File: config.mk
export PLATFORM = sky130hd
export DESIGN_NAME = cpu_load_add_instruction_step_unit_flat
export DESIGN_NICKNAME = d
export VERILOG_FILES = /design/src/rtl/clais_pkg.sv /design/src/rtl/clais_if.sv /design/src/rtl/clais_exec.sv /design/src/rtl/cpu_load_add_instruction_step_unit.sv /design/src/flat_wrapper.sv
export VERILOG_INCLUDE_DIRS = /design/src /design/src/rtl
export SDC_FILE = /design/constraint.sdc
export NUM_CORES = 1
export LEC_CHECK = 0
export ABC_AREA = 0
export BUFFER_PORTS_ARGS = -buffer_cell sky130_fd_sc_hd__buf_2
export CORE_MARGIN = 4
export CORE_UTILIZATION = 30
export CTS_CLUSTER_DIAMETER = 30
export DETAILED_ROUTE_END_ITERATION = 10
export HOLD_SLACK_MARGIN = 0.03
export PLACE_DENSITY = 0.47
export SYNTH_ARGS = -nofsm -noshare
export SYNTH_HDL_FRONTEND = slang
export SYNTH_SLANG_ARGS = --single-unit
File: constraint.sdc
create_clock -name clock -period 11.2 [get_ports clock]
set_clock_uncertainty 0.05 [all_clocks]
set_input_delay 2.24 -clock clock [delete_from_list [all_inputs] [get_ports clock]]
set_output_delay 2.24 -clock clock [all_outputs]
set_load 0.1 [all_outputs]
File: src/rtl/assert_macros.svh
// Assertion helpers used by the RTL step unit.
`ifndef ASSERT_MACROS_SVH
`define ASSERT_MACROS_SVH

// Same-cycle implication, disabled while reset is high.
`define ASSERT_IMP(name, clk, rst, ante, cons) \
   name: assert property (@(posedge clk) disable iff (rst) (ante) |-> (cons)) \
      else $error("assertion failed: same-cycle implication");

// Next-cycle implication, disabled while reset is high.
`define ASSERT_NXT(name, clk, rst, ante, cons) \
   name: assert property (@(posedge clk) disable iff (rst) (ante) |=> (cons)) \
      else $error("assertion failed: next-cycle implication");

`endif

File: src/rtl/clais_pkg.sv
package clais_pkg;

   // Register field codes (opcode bits 2..0 and 5..3)
   localparam logic [2:0] REG_B   = 3'd0;
   localparam logic [2:0] REG_C   = 3'd1;
   localparam logic [2:0] REG_D   = 3'd2;
   localparam logic [2:0] REG_E   = 3'd3;
   localparam logic [2:0] REG_H   = 3'd4;
   localparam logic [2:0] REG_L   = 3'd5;
   localparam logic [2:0] REG_MEM = 3'd6;
   localparam logic [2:0] REG_A   = 3'd7;

   // Opcodes decoded as whole bytes
   localparam logic [7:0] OP_NOP   = 8'h00;
   localparam logic [7:0] OP_LD_BC = 8'h01;
   localparam logic [7:0] OP_LD_DE = 8'h11;
   localparam logic [7:0] OP_LD_HL = 8'h21;
   localparam logic [7:0] OP_LD_SP = 8'h31;

   // Opcode groups
   localparam logic [1:0] GRP_LOAD = 2'b01;   // bits 7..6
   localparam logic [3:0] GRP_ADD  = 4'h8;    // bits 7..4

   // Flag bit positions
   localparam int FLAG_S  = 7;
   localparam int FLAG_Z  = 6;
   localparam int FLAG_Y  = 5;
   localparam int FLAG_H  = 4;
   localparam int FLAG_X  = 3;
   localparam int FLAG_PV = 2;
   localparam int FLAG_N  = 1;
   localparam int FLAG_C  = 0;

   // Cycle costs
   localparam logic [3:0] CYC_SHORT   = 4'd4;
   localparam logic [3:0] CYC_IMM     = 4'd10;
   localparam logic [3:0] CYC_ILLEGAL = 4'd2;

   // Program counter steps
   localparam logic [15:0] PC_STEP_ONE     = 16'd1;
   localparam logic [15:0] PC_STEP_ILLEGAL = 16'd2;
   localparam logic [15:0] PC_STEP_IMM     = 16'd3;

   typedef struct packed {
      logic [15:0] pc;
      logic [15:0] sp;
      logic [7:0]  a;
      logic [7:0]  f;
      logic [7:0]  b;
      logic [7:0]  c;
      logic [7:0]  d;
      logic [7:0]  e;
      logic [7:0]  h;
      logic [7:0]  l;
   } arch_type;

   typedef struct packed {
      logic [7:0] opcode;
      logic [7:0] imm_low;
      logic [7:0] imm_high;
   } instr_type;

   typedef struct packed {
      arch_type   regs;
      logic [3:0] cycles;
      logic       illegal;
   } result_type;

endpackage

File: src/rtl/clais_if.sv
interface clais_req_if;
   logic       valid;
   logic       ready;
   logic [7:0] opcode;
   logic [7:0] imm_low;
   logic [7:0] imm_high;

   modport source (output valid, output opcode, output imm_low, output imm_high,
                   input ready);
   modport sink   (input valid, input opcode, input imm_low, input imm_high,
                   output ready);
endinterface

interface clais_rsp_if;
   logic        valid;
   logic        ready;
   logic [15:0] next_pc;
   logic [15:0] stack_ptr;
   logic [7:0]  acc;
   logic [7:0]  flags;
   logic [7:0]  reg_b;
   logic [7:0]  reg_c;
   logic [7:0]  reg_d;
   logic [7:0]  reg_e;
   logic [7:0]  reg_h;
   logic [7:0]  reg_l;
   logic [3:0]  cycles;
   logic        illegal;

   modport source (output valid, output next_pc, output stack_ptr, output acc,
                   output flags, output reg_b, output reg_c, output reg_d,
                   output reg_e, output reg_h, output reg_l, output cycles,
                   output illegal, input ready);
   modport sink   (input valid, input next_pc, input stack_ptr, input acc,
                   input flags, input reg_b, input reg_c, input reg_d,
                   input reg_e, input reg_h, input reg_l, input cycles,
                   input illegal, output ready);
endinterface

File: src/rtl/clais_exec.sv
// Decode one instruction and compute the register set after it.
module clais_exec (
   input  clais_pkg::arch_type  cur,
   input  clais_pkg::instr_type instr,
   output clais_pkg::arch_type  nxt,
   output logic [3:0]           cycles,
   output logic                 illegal
);

   logic [2:0]  src;
   logic [2:0]  dst;
   logic [7:0]  src_val;
   logic        carry_in;
   logic [8:0]  sum;
   logic [7:0]  half;
   logic [15:0] pc_step;
   logic [7:0]  new_f;

   assign src = instr.opcode[2:0];
   assign dst = instr.opcode[5:3];

   // source operand
   always_comb begin
      case (src)
         clais_pkg::REG_B: src_val = cur.b;
         clais_pkg::REG_C: src_val = cur.c;
         clais_pkg::REG_D: src_val = cur.d;
         clais_pkg::REG_E: src_val = cur.e;
         clais_pkg::REG_H: src_val = cur.h;
         clais_pkg::REG_L: src_val = cur.l;
         clais_pkg::REG_A: src_val = cur.a;
         default:          src_val = 8'h00;
      endcase
   end

   // adder: ADC takes the old carry
   assign carry_in = instr.opcode[3] & cur.f[clais_pkg::FLAG_C];
   assign sum  = {1'b0, cur.a} + {1'b0, src_val} + {8'h00, carry_in};
   assign half = cur.a ^ src_val ^ sum[7:0];

   always_comb begin
      new_f                    = 8'h00;
      new_f[clais_pkg::FLAG_S] = sum[7];
      new_f[clais_pkg::FLAG_Z] = (sum[7:0] == 8'h00);
      new_f[clais_pkg::FLAG_Y] = sum[5];
      new_f[clais_pkg::FLAG_H] = half[4];
      new_f[clais_pkg::FLAG_X] = sum[3];
      new_f[clais_pkg::FLAG_PV] = ~(cur.a[7] ^ src_val[7]) & (cur.a[7] ^ sum[7]);
      new_f[clais_pkg::FLAG_N] = 1'b0;
      new_f[clais_pkg::FLAG_C] = sum[8];
   end

   always_comb begin
      nxt     = cur;
      cycles  = clais_pkg::CYC_SHORT;
      pc_step = clais_pkg::PC_STEP_ONE;
      illegal = 1'b0;
      case (instr.opcode)
         clais_pkg::OP_NOP: begin
         end
         clais_pkg::OP_LD_BC: begin
            nxt.b   = instr.imm_high;
            nxt.c   = instr.imm_low;
            cycles  = clais_pkg::CYC_IMM;
            pc_step = clais_pkg::PC_STEP_IMM;
         end
         clais_pkg::OP_LD_DE: begin
            nxt.d   = instr.imm_high;
            nxt.e   = instr.imm_low;
            cycles  = clais_pkg::CYC_IMM;
            pc_step = clais_pkg::PC_STEP_IMM;
         end
         clais_pkg::OP_LD_HL: begin
            nxt.h   = instr.imm_high;
            nxt.l   = instr.imm_low;
            cycles  = clais_pkg::CYC_IMM;
            pc_step = clais_pkg::PC_STEP_IMM;
         end
         clais_pkg::OP_LD_SP: begin
            nxt.sp  = {instr.imm_high, instr.imm_low};
            cycles  = clais_pkg::CYC_IMM;
            pc_step = clais_pkg::PC_STEP_IMM;
         end
         default: begin
            if (instr.opcode[7:6] == clais_pkg::GRP_LOAD &&
                src != clais_pkg::REG_MEM && dst != clais_pkg::REG_MEM) begin
               case (dst)
                  clais_pkg::REG_B: nxt.b = src_val;
                  clais_pkg::REG_C: nxt.c = src_val;
                  clais_pkg::REG_D: nxt.d = src_val;
                  clais_pkg::REG_E: nxt.e = src_val;
                  clais_pkg::REG_H: nxt.h = src_val;
                  clais_pkg::REG_L: nxt.l = src_val;
                  clais_pkg::REG_A: nxt.a = src_val;
                  default:          nxt.a = cur.a;
               endcase
            end else if (instr.opcode[7:4] == clais_pkg::GRP_ADD &&
                         src != clais_pkg::REG_MEM) begin
               nxt.a = sum[7:0];
               nxt.f = new_f;
            end else begin
               illegal = 1'b1;
               cycles  = clais_pkg::CYC_ILLEGAL;
               pc_step = clais_pkg::PC_STEP_ILLEGAL;
            end
         end
      endcase
      nxt.pc = cur.pc + pc_step;
   end

endmodule

File: src/rtl/cpu_load_add_instruction_step_unit.sv
// An item enters the input register, then executes into the result register; it
// waits in the input register while the result register is full and not taken.
// One item per cycle unless stalled; the register file feeds back in one pass.
// The only loop is register file -> decode/8-bit add -> register file.
// Reset (synchronous, active high): A, F, B..L, SP and PC clear to zero and both
// pipeline stages empty; the input and result payload registers are not reset.
`include "assert_macros.svh"

module cpu_load_add_instruction_step_unit (
   input  logic         clock,
   input  logic         reset,
   clais_req_if.sink    req_bus,
   clais_rsp_if.source  rsp_bus
);

   // input register
   logic                  in_vld_ff;
   logic                  in_vld_in;
   clais_pkg::instr_type  instr_ff;

   // architectural registers
   clais_pkg::arch_type   state_ff;
   clais_pkg::arch_type   state_in;

   // result register
   logic                  out_vld_ff;
   logic                  out_vld_in;
   clais_pkg::result_type out_ff;

   logic                  exec_fire;
   logic                  req_take;
   logic [3:0]            exec_cycles;
   logic                  exec_illegal;

   // Execute when an item is held and the result slot is free or drains now.
   assign exec_fire = in_vld_ff && (!out_vld_ff || rsp_bus.ready);
   // Take a new item while the input stage is empty or advancing.
   assign req_take  = req_bus.valid && req_bus.ready;
   assign req_bus.ready = !in_vld_ff || exec_fire;

   clais_exec u_exec (
      .cur     (state_ff),
      .instr   (instr_ff),
      .nxt     (state_in),
      .cycles  (exec_cycles),
      .illegal (exec_illegal)
   );

   always_comb begin
      in_vld_in  = req_take || (in_vld_ff && !exec_fire);
      out_vld_in = exec_fire || (out_vld_ff && !rsp_bus.ready);
   end

   always_ff @(posedge clock) begin
      if (reset) begin
         in_vld_ff  <= 1'b0;
         out_vld_ff <= 1'b0;
         state_ff   <= '0;
      end else begin
         in_vld_ff  <= in_vld_in;
         out_vld_ff <= out_vld_in;
         // commit the register set only when the item executes
         if (exec_fire) begin
            state_ff <= state_in;
         end
      end
   end

   // payload registers: load on accept / execute, hold otherwise
   always_ff @(posedge clock) begin
      if (req_take) begin
         instr_ff.opcode   <= req_bus.opcode;
         instr_ff.imm_low  <= req_bus.imm_low;
         instr_ff.imm_high <= req_bus.imm_high;
      end
      if (exec_fire) begin
         out_ff.regs    <= state_in;
         out_ff.cycles  <= exec_cycles;
         out_ff.illegal <= exec_illegal;
      end
   end

   assign rsp_bus.valid     = out_vld_ff;
   assign rsp_bus.next_pc   = out_ff.regs.pc;
   assign rsp_bus.stack_ptr = out_ff.regs.sp;
   assign rsp_bus.acc       = out_ff.regs.a;
   assign rsp_bus.flags     = out_ff.regs.f;
   assign rsp_bus.reg_b     = out_ff.regs.b;
   assign rsp_bus.reg_c     = out_ff.regs.c;
   assign rsp_bus.reg_d     = out_ff.regs.d;
   assign rsp_bus.reg_e     = out_ff.regs.e;
   assign rsp_bus.reg_h     = out_ff.regs.h;
   assign rsp_bus.reg_l     = out_ff.regs.l;
   assign rsp_bus.cycles    = out_ff.cycles;
   assign rsp_bus.illegal   = out_ff.illegal;

   // A shown result always reflects the current register set.
   `ASSERT_IMP(a_rsp_matches_state, clock, reset, out_vld_ff, out_ff.regs == state_ff)
   // An illegal item costs the short illegal cycle count.
   `ASSERT_IMP(a_illegal_cost, clock, reset, out_vld_ff && out_ff.illegal,
      out_ff.cycles == clais_pkg::CYC_ILLEGAL)
   // Registers change only when an item executes.
   `ASSERT_NXT(a_state_hold, clock, reset, !exec_fire, $stable(state_ff))
   // An executed item always lands in the result register.
   `ASSERT_NXT(a_exec_lands, clock, reset, exec_fire, out_vld_ff)

endmodule
File: src/flat_wrapper.sv
// flat-port wrapper written by rule: the top's interface ports become plain ports
module cpu_load_add_instruction_step_unit_flat 
  (clock, reset, req_bus_valid, req_bus_opcode, req_bus_imm_low, req_bus_imm_high, req_bus_ready, rsp_bus_valid, rsp_bus_next_pc, rsp_bus_stack_ptr, rsp_bus_acc, rsp_bus_flags, rsp_bus_reg_b, rsp_bus_reg_c, rsp_bus_reg_d, rsp_bus_reg_e, rsp_bus_reg_h, rsp_bus_reg_l, rsp_bus_cycles, rsp_bus_illegal, rsp_bus_ready);
  clais_req_if req_bus_i ();
  clais_rsp_if rsp_bus_i ();
  input  logic clock;
  input  logic reset;
  input wire logic [$bits(req_bus_i.valid)-1:0] req_bus_valid;
  input wire logic [$bits(req_bus_i.opcode)-1:0] req_bus_opcode;
  input wire logic [$bits(req_bus_i.imm_low)-1:0] req_bus_imm_low;
  input wire logic [$bits(req_bus_i.imm_high)-1:0] req_bus_imm_high;
  output wire logic [$bits(req_bus_i.ready)-1:0] req_bus_ready;
  output wire logic [$bits(rsp_bus_i.valid)-1:0] rsp_bus_valid;
  output wire logic [$bits(rsp_bus_i.next_pc)-1:0] rsp_bus_next_pc;
  output wire logic [$bits(rsp_bus_i.stack_ptr)-1:0] rsp_bus_stack_ptr;
  output wire logic [$bits(rsp_bus_i.acc)-1:0] rsp_bus_acc;
  output wire logic [$bits(rsp_bus_i.flags)-1:0] rsp_bus_flags;
  output wire logic [$bits(rsp_bus_i.reg_b)-1:0] rsp_bus_reg_b;
  output wire logic [$bits(rsp_bus_i.reg_c)-1:0] rsp_bus_reg_c;
  output wire logic [$bits(rsp_bus_i.reg_d)-1:0] rsp_bus_reg_d;
  output wire logic [$bits(rsp_bus_i.reg_e)-1:0] rsp_bus_reg_e;
  output wire logic [$bits(rsp_bus_i.reg_h)-1:0] rsp_bus_reg_h;
  output wire logic [$bits(rsp_bus_i.reg_l)-1:0] rsp_bus_reg_l;
  output wire logic [$bits(rsp_bus_i.cycles)-1:0] rsp_bus_cycles;
  output wire logic [$bits(rsp_bus_i.illegal)-1:0] rsp_bus_illegal;
  input wire logic [$bits(rsp_bus_i.ready)-1:0] rsp_bus_ready;
  assign req_bus_i.valid = req_bus_valid;
  assign req_bus_i.opcode = req_bus_opcode;
  assign req_bus_i.imm_low = req_bus_imm_low;
  assign req_bus_i.imm_high = req_bus_imm_high;
  assign req_bus_ready = req_bus_i.ready;
  assign rsp_bus_valid = rsp_bus_i.valid;
  assign rsp_bus_next_pc = rsp_bus_i.next_pc;
  assign rsp_bus_stack_ptr = rsp_bus_i.stack_ptr;
  assign rsp_bus_acc = rsp_bus_i.acc;
  assign rsp_bus_flags = rsp_bus_i.flags;
  assign rsp_bus_reg_b = rsp_bus_i.reg_b;
  assign rsp_bus_reg_c = rsp_bus_i.reg_c;
  assign rsp_bus_reg_d = rsp_bus_i.reg_d;
  assign rsp_bus_reg_e = rsp_bus_i.reg_e;
  assign rsp_bus_reg_h = rsp_bus_i.reg_h;
  assign rsp_bus_reg_l = rsp_bus_i.reg_l;
  assign rsp_bus_cycles = rsp_bus_i.cycles;
  assign rsp_bus_illegal = rsp_bus_i.illegal;
  assign rsp_bus_i.ready = rsp_bus_ready;
  cpu_load_add_instruction_step_unit u_core (.clock(clock), .reset(reset), .req_bus(req_bus_i), .rsp_bus(rsp_bus_i));
endmodule
[Word level (Yosys, flattened, before mapping)]
Cells that the tools add are included.
W data, S select, Z words.
Operators by class
  equal/unequal tests: 20
  add/subtract/negate cells: 3
  bitwise gates (word level): 7
  reductions and logical operators: 25
  mux-type cells: 24
Operators by type and width (number)
  $pmux W16 S2: 3
  $mux W8: 9
  $pmux W8 S7: 1
  $mux W16: 3
  $mux W48: 1
  $eq A3 B3 Y1 const B: 6
  $add A16 B16 Y16: 1
  $eq A8 B6 Y1 const B: 2
  $logic_not A8 Y1: 2
  $reduce_or A4 Y1: 4
  $eq A3 B2 Y1 const B: 4
  $xor A5 B5 Y5: 2
  $add A8 B8 Y9: 1
  $add A9 B1 Y9: 1
  $eq A8 B1 Y1 const B: 1
  $eq A8 B5 Y1 const B: 1
  $pmux W4 S2: 1
  $logic_and A1 B1 Y1: 7
  $eq A3 B1 Y1 const B: 2
  $logic_not A3 Y1: 2
  $mux W3: 2
  $ne A3 B3 Y1 const B: 2
  $reduce_or A6 Y1: 1
  $reduce_or A5 Y1: 1
  other kinds (10): 19
Word-level totals
  bits in registers: 223
  output and inout port bits: 103
  word-level logic and storage cells: 106
  input bits: 28

[Depth between registers and ports, before layout]
Gate-level depths: netlist (run 1).
  depth in word-level cells: 9
  mapped depth: 15
  depth with buffers taken out: 13

[Modules after synthesis]
From an unflattened synthesis (run 1), not the netlist that was laid out.
Second synthesis, totals
  cell total of the unflattened synthesis: 887
  area, all modules: 10517.6 um^2
By module, submodules not included
  cpu_load_add_instruction_step_unit: seq. area each 5715.5 um^2, cells an instance 551, instances 1, area each 8115.3 um^2
  clais_exec: seq. area each 0.0 um^2, cells an instance 336, instances 1, area each 2402.3 um^2

[Worst setup path after synthesis (run 1)]
No wires, ideal clock.
  path type: input-to-reg
  from: input port rsp_bus_ready
  to: register u_core.out_ff, in the netlist u_core.rsp_bus.acc[0] (enable)
  data arrival time: 5.762 ns
  library setup time: 0.503 ns
  buffers on the path: 2
  slack: 4.885 ns
  required time: 10.647 ns
  stages on the path: 5
  cells stage by stage: nor2b_1 > nand2b_1 > clkinv_1 > clkbuf_1 > clkbuf_1
Between the ends
  word-level cells in the longest chain between the ends: 2
RTL lines
  start, declared: line flat_wrapper.sv:26  | input wire logic [$bits(rsp_bus_i.ready)-1:0] rsp_bus_ready;
  $logic_or A1 B1 Y1: line cpu_load_add_instruction_step_unit.sv:36  | assign exec_fire = in_vld_ff && (!out_vld_ff || rsp_bus.ready);
  $logic_and A1 B1 Y1: line cpu_load_add_instruction_step_unit.sv:36
  via u_core.exec_fire: line cpu_load_add_instruction_step_unit.sv:30  | logic exec_fire;
  end, declared: line cpu_load_add_instruction_step_unit.sv:28  | clais_pkg::result_type out_ff;
The timed path passes the listed nets, and every way through them passes these cells.
A chain may end at the register's enable or synchronous reset.

[Worst setup path in the final report (run 1)]
  from: input port rsp_bus_ready
  to: output port req_bus_ready
Between the ends
  word-level cells in the longest chain between the ends: 3
RTL lines
  $logic_or A1 B1 Y1: line cpu_load_add_instruction_step_unit.sv:36
  $logic_and A1 B1 Y1: line cpu_load_add_instruction_step_unit.sv:36
  $logic_or A1 B1 Y1: line cpu_load_add_instruction_step_unit.sv:39  | assign req_bus.ready = !in_vld_ff || exec_fire;
  end, declared: line flat_wrapper.sv:12  | output wire logic [$bits(req_bus_i.ready)-1:0] req_bus_ready;
No other way between the ends.

==> results.toml, run 1 <==
[setup_path]
reg2regPathDepth = 11
crit_path_max_fanout = 4
path_class = "in2out"
reg2reg_slack_ps = 6840
timing.rr.start = "u_core.instr_ff[17]"
crit_start = "rsp_bus_ready"
endpoint_kind = "output pin"
worstPathArrival_ps = 2940
crit_required_ps = 8910
crit_path_start_kind = "primary input"
setup.worst_path.end = "req_bus_ready"
r2r-end = "u_core.rsp_bus.flags[6]"

[timing]
fmaxAchievable_mhz = 191.1
fin_tns_setup_ps = 0
fin_ws_ps = 5967
finalCriticalPeriod_ps = 5233
setup_violations = 0
rsz0062_at_grt = "no"
hold_viol = 0
maxSlewViolCount = 0
relSlewSlack_pct = 27.07
tightest_slew_ps = 1094
timing.final.crit_share_pct = 46.72

[logic_synthesis]
ys_types = 80
synth_ff_type = "edfxtp_1"
syn_area_sq_um = 10060
synthAdderAreaFrac_pct = 1.716
synth_top_family_by_area = "compound AO/OA/AOI/OAI gates"
avgSynthCellArea_sq_um = 11.21
yosysWarnings = 0
synth.mux.area_fraction_pct = 4.973
synth_xor_area_share_pct = 2.959
synth_top_area_share_pct = 37.00
yosys.area_share.simple_pct = 12.79
synth-compound-area-share_pct = 17.55
synth_edf_count = 124
ys_seq_area_share_pct = 56.49
synth_area_leader_cell = "edfxtp_1"
synthArstFlopShare_pct = 0
ys_ff_latch = 222
synth_fp_nets = 938
syn_inst = 898
synthTopCellsByArea = "edfxtp_1 37%, dfxtp_1 19%, nand2_1 3.9%"

[global_route]
overflow = 0
gr-usage-met1_pct = 22.62
use_met3_pct = 3.634
grt_pass1_vias = 7550
grt_pass1_wl_mm = 44.87
grtUsageMet2_pct = 23.64
track_usage_pct = 15.67
grt_max_degree = 107
grt_antenna_before_repair = 1
top_usage_layer = "met2"

[power]
peakVddDrop_uv = 117.5
leakagePower_nw = 5.204
power_density_nw_per_um2 = 216.5

[clock_network]
root_buffer = "clkbuf_16"
htree_num_levels = 2
clkTransAtPathRegs_ps = 40
worstSkewPairLatency_ps = 540
cts_sinks = 222
cts_hold_buffers = 0
cts_buffer_depth = 3
cts_setup_buffers = 0
cts_made_buffers = 52
cts_tree = "built"
cts-resized-gates = 0

[layout]
antenna_cells = 0
mostFrequentLayoutCells = "129 x buf_2, 124 x edfxtp_1, 104 x nand2_1, 98 x dfxtp_1, 73 x o21ai_0"
area_delta_synth_final_pct = 28.15
mostFrequentLayoutCell = "buf_2"
final_nets = 1078
drive_above_1_share_pct = 26.36
num-fill-cells = 3231

[drt]
firstDrtPassIters = 5
drc = 0
first_iter_violations = 660
wire_per_inst_um = 19.09
via_per_inst = 5.033
routed_wl_mm = 29.07
via_count = 7666
ant_nets = 0

[hold_path]
hold_class = "reg2reg"

[floorplan]
row_count = 66
initial_core_util_pct = 30.70
coreArea_sq_um = 32780
io_pins = 131
die_y_um = 191.2
die_x_um = 191.2
die_area_sq_um = 36540

[placement]
place.port_buffers = 129
gp_congestion = 0.8030
hpwlAfterDp_mm = 19.80
pre_cts_ws_ps = 5982

[status]
status = "finished, final reports clean"

[run]
cap_violations = 0
## sequential cells by signal, indices dropped and copies added (netlist names)
name	flops
u_core.rsp_bus.next_pc	16
u_core.rsp_bus.valid	1
u_core.rsp_bus.illegal	1
u_core.rsp_bus.flags	8
u_core.instr_ff	24
u_core.rsp_bus.reg_d	8
u_core.rsp_bus.reg_b	8
u_core.state_ff	96
u_core.rsp_bus.reg_l	8
u_core.in_vld_ff	1
u_core.rsp_bus.cycles	3
u_core.rsp_bus.reg_e	8
u_core.rsp_bus.acc	8
u_core.rsp_bus.stack_ptr	16
u_core.rsp_bus.reg_h	8
u_core.rsp_bus.reg_c	8
## layer usage
layer	part of all wire (%)	vias up
met4	2.0	2
met5	0.041	-
li1	-	3657
met3	6.9	44
met2	44	255
met1	47	3708
## power breakdown
group	leakage (nW)	switching, mW	internal [mW]
logic	2.34	0.244	0.0658
registers	1.98	0.0306	0.911
clock network	0.882	0.471	1.07
total	5.20	0.745	2.05
## worst min path at each step
| stage | startpoint | end | slack, ps | cells past startpoint |
|---|---|---|---|---|
| final | u_core.state_ff[51] | u_core.state_ff[51] | 410 | 2 |
| after global routing | u_core.state_ff[80] | u_core.state_ff[80] | 430 | 2 |
| after CTS | u_core.state_ff[51] | u_core.state_ff[51] | 410 | 2 |
| after detailed placement | u_core.state_ff[51] | u_core.state_ff[51] | 400 | 2 |
| after global placement | u_core.state_ff[53] | u_core.state_ff[53] | 390 | 2 |
| after floorplan | u_core.state_ff[53] | u_core.state_ff[53] | 380 | 2 |
## cells in the mapped netlist (all sizes together) (16+ instances only)
master  count
edfxtp    124
nand2     105
dfxtp      98
o21ai      76
nor2       57
a22oi      34
a31oi      32
a21oi      30
clkbuf     30
mux2       29
inv        26
nand2b     21
xor2       20
buf        19
nand3      16
o211a      16
## layout make-up
class / count / area (sq um) / area share (%)
Tap cell: 442 / 553.0 / 4.288
Inverter: 28 / 110.1 / 0.8537
Clock buffer: 66 / 1446 / 11.21
Multi-Input combinational cell: 599 / 4031 / 31.26
Sequential cell: 222 / 5685 / 44.08
Timing Repair Buffer: 135 / 690.7 / 5.355
Clock inverter: 31 / 380.4 / 2.949
## critical path: stages
cell	delay, ps
buf_2	100
nor2b_1	210
nand2_1	100
buf_2	300
## per-stage QoR
step	hold slack (ps)	instances	area, sq um	util, %	total power [mW]
after floorplan	383.8	898	10060	-	1.197
after global placement	391.6	1426	11070	33.77	1.264
after detailed placement	402.7	1426	11070	33.77	1.266
after CTS	408.5	1523	12900	39.34	2.826
after global routing	430.1	1523	12900	39.34	2.893
final	406.2	1523	12900	39.34	2.792
## kinds of logic (layout without fill, tap and decap cells)
logic type | after synthesis | after routing
adders and majority gates | 12 | 12
AOI/OAI and AO/OA | 256 | 256
xor gates and xnor gates | 34 | 34
other | 1 | 1
buffers and inverters | 77 | 260
and+or+nand+nor | 259 | 259
DFF | 222 | 222
muxes | 37 | 37
Power figures use the tool's default switching activity.
==> inputs of run 2 (changes only) <==
Clock period 11.2 ns to 5.39 ns, I/O delays scaled along.
==> results.toml, run 2 (synthesis results as in run 1) <==
[layout]
mostFrequentLayoutCell = "buf_2"
top_register = "u_core.state_ff"
reg_top3 = "u_core.state_ff x96, u_core.instr_ff x24"
largest_reg_flops = 96
seq_area_sq_um = 5685
num-fill-cells = 3240
drive_above_1_share_pct = 26.73
area_delta_synth_final_pct = 29.36
mostFrequentLayoutCells = "129 x buf_2, 124 x edfxtp_1, 104 x nand2_1, 98 x dfxtp_1, 73 x o21ai_0"
multi_input_area_sq_um = 4031
final_nets = 1081
antenna_cells = 0

[drt]
wire_per_inst_um = 19.33
via_per_inst = 5.065
ant_nets = 0
firstDrtPassIters = 6
via_count = 7735
routed_wl_mm = 29.51
first_iter_violations = 600
drc = 0

[timing]
whs_ps = 404.0
maxSlewViolCount = 0
fmaxAchievable_mhz = 239.8
finalCriticalPeriod_ps = 4171
setup_violations = 0
fin_tns_setup_ps = 0
relSlewSlack_pct = 42.38
tightest_slew_ps = 864.4
hold_viol = 0
rsz0062_at_grt = "no"
timing.final.crit_share_pct = 77.37

[run]
cap_violations = 0

[global_route]
grt_antenna_before_repair = 2
track_usage_pct = 15.72
grt_pass1_wl_mm = 44.75
overflow = 0
grt_pass1_vias = 7561
grt_max_degree = 116

[clock_network]
htree_num_levels = 2
cts_made_buffers = 53
cts_setup_buffers = 0
cts_buffer_depth = 3
cts_hold_buffers = 0
cts-resized-gates = 0
cts_sinks = 222
root_buffer = "clkbuf_16"
clkTransAtPathRegs_ps = 40
worstSkewPairLatency_ps = 550
cts_tree = "built"

[placement]
gp_congestion = 0.8463
hpwlAfterDp_mm = 19.83
place.port_buffers = 129

[floorplan]
coreArea_sq_um = 32780
die_area_sq_um = 36540
io_pins = 131
initial_core_util_pct = 30.70
row_count = 66
die_x_um = 191.2
die_y_um = 191.2

[setup_path]
endpoint_kind = "register"
reg2reg_slack_ps = 1220
crit_required_ps = 5750
worstPathArrival_ps = 4530
crit_path_start_kind = "register"
crit_path_max_fanout = 19
path_class = "reg2reg"

[status]
status = "finished, final reports clean"

[power]
power_density_nw_per_um2 = 462.1
peakVddDrop_uv = 243.8
leakagePower_nw = 5.246

[hold_path]
hold_class = "reg2reg"
-- run 2: cell types whose count changed in the layout (fill, tap and decap cells not counted), sizes merged --
cell      before  now
buf          135  137
bufinv         7   11
clkbuf        66   58
clkinvlp       8   11
inv           29   32
-- run 2: worst paths after layout --
check / start / end / depth (start not counted)
worst max-delay path: u_core.instr_ff[17] / u_core.state_ff[94] / 13
worst min-delay path: u_core.state_ff[51] / u_core.state_ff[51] / 2
worst max register to register: u_core.instr_ff[17] / u_core.state_ff[94] / 13
worst min register to register: u_core.state_ff[51] / u_core.state_ff[51] / 2
-- run 2: per-layer routing --
layer  global-route usage, %  vias up  routed length, um
li1                        -     3674                  -
met4                   5.442        4                800
met2                   22.89      257              12600
met3                   4.072       61               1957
met5                       0        -                 21
met1                   22.64     3739              14130
-- run 2: area by class of cell --
| class | instances | area share, % |
|---|---|---|
| repair buffers | 137 | 5.516 |
| flip-flops and latches | 222 | 43.67 |
| inverters | 28 | 0.8457 |
| well taps | 442 | 4.248 |
| multi-input cells | 599 | 30.96 |
| clock buffers | 58 | 10.48 |
| clock inverters | 41 | 4.276 |
-- run 2: per-stage QoR --
step | total power, mW | util (%) | std cells | setup WS, ps | area, sq um
2_1_floorplan | 2.487 | - | 898 | 237.0 | 10060
3_3_place_gp | 2.632 | 33.85 | 1428 | 1250 | 11100
3_5_place_dp | 2.635 | 33.85 | 1428 | 1196 | 11100
4_1_cts | 6.082 | 39.71 | 1527 | 1168 | 13020
5_1_grt | 6.222 | 39.71 | 1527 | 830.2 | 13020
6_report | 6.017 | 39.71 | 1527 | 1219 | 13020
-- run 2: power breakdown --
| part | total [mW] | switching [mW] | internal (mW) |
|---|---|---|---|
| clock | 3.41 | 1.05 | 2.36 |
| sequential | 1.96 | 0.0649 | 1.89 |
| combinational | 0.647 | 0.508 | 0.139 |
| total | 6.02 | 1.62 | 4.39 |
-- run 2: critical path: stages, from the launching register on --
cell and delay, ps:
edfxtp_1 730, nor4_4 660, o21ai_0 170, mux2_2 290
and2_1 190, inv_1 80, ha_1 160, inv_1 60
fa_1 470, and3b_1 310, nand4_1 270, nor4_1 390
xnor2_1 160, nor2_1 50
